### config.mk
export PLATFORM = sky130hd
export DESIGN_NAME = smsc_ctrl
export DESIGN_NICKNAME = d
export VERILOG_FILES = /design/src/rtl/smsc_pkg.sv /design/src/rtl/smsc_ctrl.sv
export VERILOG_INCLUDE_DIRS = /design/src /design/src/rtl
export SDC_FILE = /design/constraint.sdc
export NUM_CORES = 1
export LEC_CHECK = 0
export ABC_AREA = 1
export BUFFER_PORTS_ARGS = -buffer_cell sky130_fd_sc_hd__buf_2
export CORE_ASPECT_RATIO = 1.5
export CORE_MARGIN = 5
export CORE_UTILIZATION = 30
export DETAILED_ROUTE_END_ITERATION = 8
export PLACE_DENSITY_LB_ADDON = 0.15
export SETUP_SLACK_MARGIN = 0.15
export SLEW_MARGIN = 20
export SYNTH_ARGS = -nofsm -noshare
export SYNTH_HDL_FRONTEND = slang
export SYNTH_SLANG_ARGS = --single-unit
### constraint.sdc
create_clock -name clk_i -period 1.13 [get_ports clk_i]
set_input_delay 0.1695 -clock clk_i [delete_from_list [all_inputs] [get_ports clk_i]]
set_output_delay 0.1695 -clock clk_i [all_outputs]
set_load 0.03 [all_outputs]
### src/rtl/sensor_matrix_scan_controller_core_assert.svh
// Assertion macros shared by the scan controller modules
`ifndef SENSOR_MATRIX_SCAN_CONTROLLER_CORE_ASSERT_SVH
`define SENSOR_MATRIX_SCAN_CONTROLLER_CORE_ASSERT_SVH

// same-cycle implication, checked on every rising edge outside reset
`define SMSC_ASSERT_IMP(label, ante, cons, msg) \
  label: assert property (@(posedge clk_i) disable iff (!rst_ni) (ante) |-> (cons)) \
    else $error(msg);

// next-cycle implication
`define SMSC_ASSERT_NXT(label, ante, cons, msg) \
  label: assert property (@(posedge clk_i) disable iff (!rst_ni) (ante) |=> (cons)) \
    else $error(msg);

`endif

### src/rtl/smsc_pkg.sv
// Shared constants, operation codes and controller/datapath signal groups
package smsc_pkg;

  localparam int unsigned MaxRows    = 16;
  localparam int unsigned MaxCols    = 16;
  localparam int unsigned SampleBits = 16;
  localparam int unsigned StoreDepth = 256;
  localparam int unsigned IdxBits    = 8;
  localparam int unsigned DimBits    = 5;

  localparam logic [15:0] SampleMask = 16'((32'd1 << SampleBits) - 32'd1);
  localparam logic [7:0]  LenStep    = 8'hFF;

  localparam logic [2:0] OpStart    = 3'd0;
  localparam logic [2:0] OpTick     = 3'd1;
  localparam logic [2:0] OpStop     = 3'd2;
  localparam logic [2:0] OpReadHdr  = 3'd3;
  localparam logic [2:0] OpReadCell = 3'd4;
  localparam logic [2:0] OpReadTime = 3'd5;
  localparam logic [2:0] OpLoadOrd  = 3'd6;

  localparam logic [2:0] CfgNumRows  = 3'd0;
  localparam logic [2:0] CfgNumCols  = 3'd1;
  localparam logic [2:0] CfgFirstRow = 3'd2;
  localparam logic [2:0] CfgFirstCol = 3'd3;
  localparam logic [2:0] CfgUseOrder = 3'd4;
  localparam logic [2:0] CfgOrderLen = 3'd5;
  localparam logic [2:0] CfgModeByte = 3'd6;

  typedef struct packed {
    logic       cap;
    logic       do_start;
    logic       do_tick;
    logic       do_stop;
    logic       do_hdr;
    logic       do_time;
    logic       do_load;
    logic       cur_from_ord;
    logic       cell_begin;
    logic       cell_from_ord;
    logic       cell_from_div;
    logic       cell_fin;
    logic       emit;
    logic       blank;
    logic       last;
    logic [1:0] idx;
  } smsc_cmd_t;

  typedef struct packed {
    logic       use_order;
    logic       active;
    logic [1:0] nbm1;
    logic       div_done;
  } smsc_sts_t;

endpackage

### src/rtl/smsc_ctrl.sv
// Operation sequencer: accepts commands and steps the datapath through each one
`include "sensor_matrix_scan_controller_core_assert.svh"
module smsc_ctrl import smsc_pkg::*; (
  input  logic       clk_i,
  input  logic       rst_ni,
  input  logic       start_i,
  input  logic [2:0] operation_i,
  output logic       busy_o,
  input  smsc_sts_t  sts_i,
  output smsc_cmd_t  cmd_o
);

  localparam logic [2:0] StIdle      = 3'd0;
  localparam logic [2:0] StExec      = 3'd1;
  localparam logic [2:0] StOrdWait   = 3'd2;
  localparam logic [2:0] StDiv       = 3'd3;
  localparam logic [2:0] StFrameWait = 3'd4;
  localparam logic [2:0] StEmit      = 3'd5;

  logic [2:0] state_q, state_d;
  logic [2:0] op_q, op_d;
  logic [1:0] k_q, k_d;
  logic       blank_q, blank_d;
  logic       emit_last;

  assign emit_last = blank_q || (k_q == sts_i.nbm1);

  always_comb begin
    state_d = state_q;
    op_d    = op_q;
    k_d     = k_q;
    blank_d = blank_q;
    cmd_o   = '0;
    case (state_q)
      StIdle: begin
        if (start_i) begin
          cmd_o.cap = 1'b1;
          op_d      = operation_i;
          state_d   = StExec;
        end
      end
      StExec: begin
        k_d     = '0;
        blank_d = !(op_q == OpReadHdr || op_q == OpReadCell || op_q == OpReadTime);
        state_d = StEmit;
        case (op_q)
          OpStart: begin
            cmd_o.do_start = 1'b1;
            if (sts_i.use_order) state_d = StOrdWait;
          end
          OpTick: begin
            cmd_o.do_tick = 1'b1;
            if (sts_i.active && sts_i.use_order) state_d = StOrdWait;
          end
          OpStop:     cmd_o.do_stop = 1'b1;
          OpReadHdr:  cmd_o.do_hdr  = 1'b1;
          OpReadCell: begin
            cmd_o.cell_begin = 1'b1;
            state_d = sts_i.use_order ? StOrdWait : StDiv;
          end
          OpReadTime: cmd_o.do_time = 1'b1;
          OpLoadOrd:  cmd_o.do_load = 1'b1;
          default: ;
        endcase
      end
      StOrdWait: begin
        if (op_q == OpReadCell) begin
          cmd_o.cell_from_ord = 1'b1;
          state_d = StFrameWait;
        end else begin
          cmd_o.cur_from_ord = 1'b1;
          state_d = StEmit;
        end
      end
      StDiv: begin
        if (sts_i.div_done) begin
          cmd_o.cell_from_div = 1'b1;
          state_d = StFrameWait;
        end
      end
      StFrameWait: begin
        cmd_o.cell_fin = 1'b1;
        state_d = StEmit;
      end
      StEmit: begin
        cmd_o.emit  = 1'b1;
        cmd_o.blank = blank_q;
        cmd_o.idx   = k_q;
        cmd_o.last  = emit_last;
        if (emit_last) state_d = StIdle;
        else k_d = k_q + 2'd1;
      end
      default: state_d = StIdle;
    endcase
  end

  always_ff @(posedge clk_i or negedge rst_ni) begin
    if (!rst_ni) begin
      state_q <= StIdle;
      op_q    <= OpStop;
      k_q     <= '0;
      blank_q <= 1'b1;
    end else begin
      state_q <= state_d;
      op_q    <= op_d;
      k_q     <= k_d;
      blank_q <= blank_d;
    end
  end

  assign busy_o = (state_q != StIdle);

  `SMSC_ASSERT_IMP(a_emit_in_range, state_q == StEmit && !blank_q, k_q <= sts_i.nbm1, "beat index past byte count")
  `SMSC_ASSERT_IMP(a_div_raster_only, state_q == StDiv, op_q == OpReadCell && !sts_i.use_order, "divider wait outside raster cell read")
  `SMSC_ASSERT_IMP(a_ord_wait_mode, state_q == StOrdWait, sts_i.use_order, "order table wait in raster mode")

endmodule

==> impl_metrics.json <==
{
  "postRouteAntennaNets": 0,
  "relSlewSlack_pct": 82.81,
  "crit_type": "reg2out",
  "post-route-min-period_ns": 1.503,
  "finalClockSkew_ns": 0.004472,
  "hold_start": "operation_i[1]",
  "drt-total-wl_um": 2111,
  "clk_latency_ns": 0.25,
  "synth_top_area_share_pct": 24.14,
  "worstHoldEndpoint": "op_q[1]",
  "post_route_cells_drive_above_1_share_pct": 59.51,
  "synthArstFlopShare_pct": 100.0,
  "ys_seq_area_share_pct": 31.38,
  "dpl.hpwl_um": 1644,
  "row_count": 21,
  "syn_nets": 121,
  "cp_num_buf_inv": 3,
  "syn_area_per_cell_um2": 6.597,
  "gp_congestion": 0.7605,
  "reg2reg_from": "state_q[1]",
  "root_buffer": "clkbuf_4",
  "yosysTopAreaCell": "dfrtp_1",
  "synthTopCellsByArea": "dfrtp_1, nand2_1, inv_1",
  "postLayoutCoreUtil_pct": 60.04,
  "grt_use_met3_pct": 2.979,
  "gr-usage-all-layers_pct": 12.40,
  "grt_setup_unrepaired": "yes",
  "synth_compound_area_share_pct": 8.103,
  "drt_pre_antenna_iters": 3,
  "grt_pass1_vias": 844,
  "diodes": 0,
  "finalNonFillerCells": 186,
  "violations": "setup timing",
  "grt_max_degree": 10,
  "powerDensity_nw_per_um2": 3115,
  "yosysWarnings": 0,
  "slew_viol_final": 0,
  "tightest_slew_ns": 0.2575,
  "timing.reg2reg.setup_slack_ns": -0.21,
  "drt-initial-drc-count": 1,
  "totalPowerFinal_w": 0.004276,
  "report.final.hold_viol_count": 0,
  "crit_required_ns": 0.96,
  "reg2regPathDepth": 10,
  "cp-end-kind": "primary output",
  "synth_xor_area_share_pct": 1.207,
  "whs_path_depth": 3,
  "synth.distinct_cells": 22,
  "io_buffers": 28,
  "start_util_pct": 31.75,
  "setup_slack_ns": -0.3726,
  "path_cells": "inv_2 -> nand2_4 -> nor2_4 -> inv_4 -> nor4_4 -> buf_6",
  "syn_to_final_growth_pct": 89.14,
  "via_per_inst": 4.565,
  "ioPinCount": 29,
  "synth_enable_flop_cells": 0,
  "status": "finished, violations left",
  "gr-usage-met1_pct": 13.30,
  "critPathLaunchType": "flop",
  "clock_sinks": 9,
  "yosys.area_share.simple_pct": 46.21,
  "vias": 849,
  "synth_flop_cell": "dfrtp_1",
  "hold_path_class": "in2reg",
  "cap_violations": 0,
  "r2r-end": "state_q[2]",
  "synth_common_cells": "nand2_1, inv_1, nor2_1",
  "fin_crit_sh_pct": 133.0,
  "clockBufferDepth": 2,
  "cts_max_level": 1,
  "netlist_instances": 110,
  "layout.nets": 175,
  "grt_overflow": 0,
  "leakage_nw": 0.6737,
  "crit_family": "flip-flops",
  "yosysMostFrequentCell": "nand2_1",
  "crit_fanout": 8,
  "cp_slowest_cell": "dfrtp_1",
  "critPathMaxStageDelay_ns": 0.41,
  "antenna_found_initial": 0,
  "setup_viol": 26,
  "netlist_area_um2": 725.7,
  "route.detailed.drc": 0,
  "synth-seq-cells": 9,
  "clkSlewWorstSetupHoldPaths_ns": 0.06,
  "post-place-cells": 177,
  "grt_pass1_wl_um": 3574,
  "die_x_um": 50.16,
  "grt.busiest_layer": "met2",
  "coreArea_um2": 2286,
  "synth_top_family_by_area": "simple AND/OR/NAND/NOR gates",
  "holdWs_ns": 0.1186,
  "fmax_mhz": 665.5,
  "muxShareOfSynthArea_pct": 0,
  "synthAdderAreaFrac_pct": 0,
  "worstPathArrival_ns": 1.33,
  "fp.dieH_um": 70.24,
  "irDropWorstVdd_v": 0.001797,
  "cts_inserted_buffers": 3,
  "wl_per_cell_um": 11.35,
  "cts_tree": "built",
  "grt_use_met2_pct": 23.78,
  "nFillCells": 220,
  "dieArea_um2": 3523
}
[cell families after synthesis]
group	after synthesis
XOR/XNOR	1
flip-flops	9
AND/OR/NAND/NOR	66
AO/OA/AOI/OAI	11
buffers and inverters	23
[timing repair]
| item | 4_1_cts | 5_1_grt |
|---|---|---|
| hold buffers | 1 | 0 |
| resized for setup | 46 | 9 |
| pin swaps | 7 | 1 |
| buffers inserted | 4 | 0 |
| hold endpoints to repair | 9 | 0 |
| setup endpoints to repair | 27 | 27 |
[layout by cell type (no fill, tap or decap), drive strengths merged]
cell type	n
buf	50
o21ai	10
nor2	19
dfrtp	7
inv	21
nor3	3
clkbuf	4
nand3	9
dlygate4sd3	1
nor4	2
nand2	32
dfstp	2
a21oi	1
xnor2	1
nand4	1
[tightest hold or removal path: cells and delay by family]
| kind | cells | cell delay (ns) |
|---|---|---|
| AO/OA/AOI/OAI | 1 | 0.06 |
| buffers and inverters | 1 | 0.09 |
| AND/OR/NAND/NOR | 1 | 0.05 |
[worst max-delay path by stage]
stage | start | endpoint | slack [ns] | cells after the start
after floorplan | state_q[1] | cmd_o[14] | -0.27 | 6
after global placement | op_q[1] | cmd_o[10] | -0.17 | 3
after detailed placement | op_q[1] | cmd_o[10] | -0.20 | 3
after CTS | state_q[1] | cmd_o[15] | -0.39 | 6
after global routing | state_q[1] | cmd_o[11] | -0.48 | 6
final | state_q[1] | cmd_o[11] | -0.37 | 6
[sequential cells by signal, indices dropped and copies added, names as in the netlist]
name / count
blank_q: 1
k_q: 2
op_q: 3
state_q: 3
[report_power, final]
| group | switching (W) | internal (W) | leakage (nW) | total (W) |
|---|---|---|---|---|
| Clock | 0.000106 | 0.000136 | 0.0150 | 0.000242 |
| Sequential | 0.000215 | 0.000522 | 0.106 | 0.000737 |
| Combinational | 0.00185 | 0.00145 | 0.553 | 0.00330 |
| Total | 0.00217 | 0.00211 | 0.674 | 0.00428 |
[routing by layer]
layer | wire length, um | part of all wire (%)
met1 | 806 | 38
met4 | 0 | 0
met5 | 0 | 0
met2 | 1226 | 58
met3 | 78 | 3.7
[layout make-up]
class                   count  area, um^2  share of cell area (%)
clock buffers               4       26.28                   1.914
inverters                  21       91.34                   6.654
multi-input cells          78       546.8                   39.84
flip-flops and latches      9       231.5                   16.86
well taps                  23       28.78                   2.097
repair buffers             51       447.9                   32.63
[per-stage QoR]
step / cell area (um^2) / worst slack (ns) / TNS [ns]
final: 1373 / -0.3726 / -6.567
after global routing: 1373 / -0.4768 / -8.905
after CTS: 1336 / -0.3904 / -6.706
after detailed placement: 1141 / -0.2031 / -2.461
after global placement: 1141 / -0.1665 / -1.943
after floorplan: 847.1 / -0.2748 / -3.331
Power figures use the tool's default switching activity.
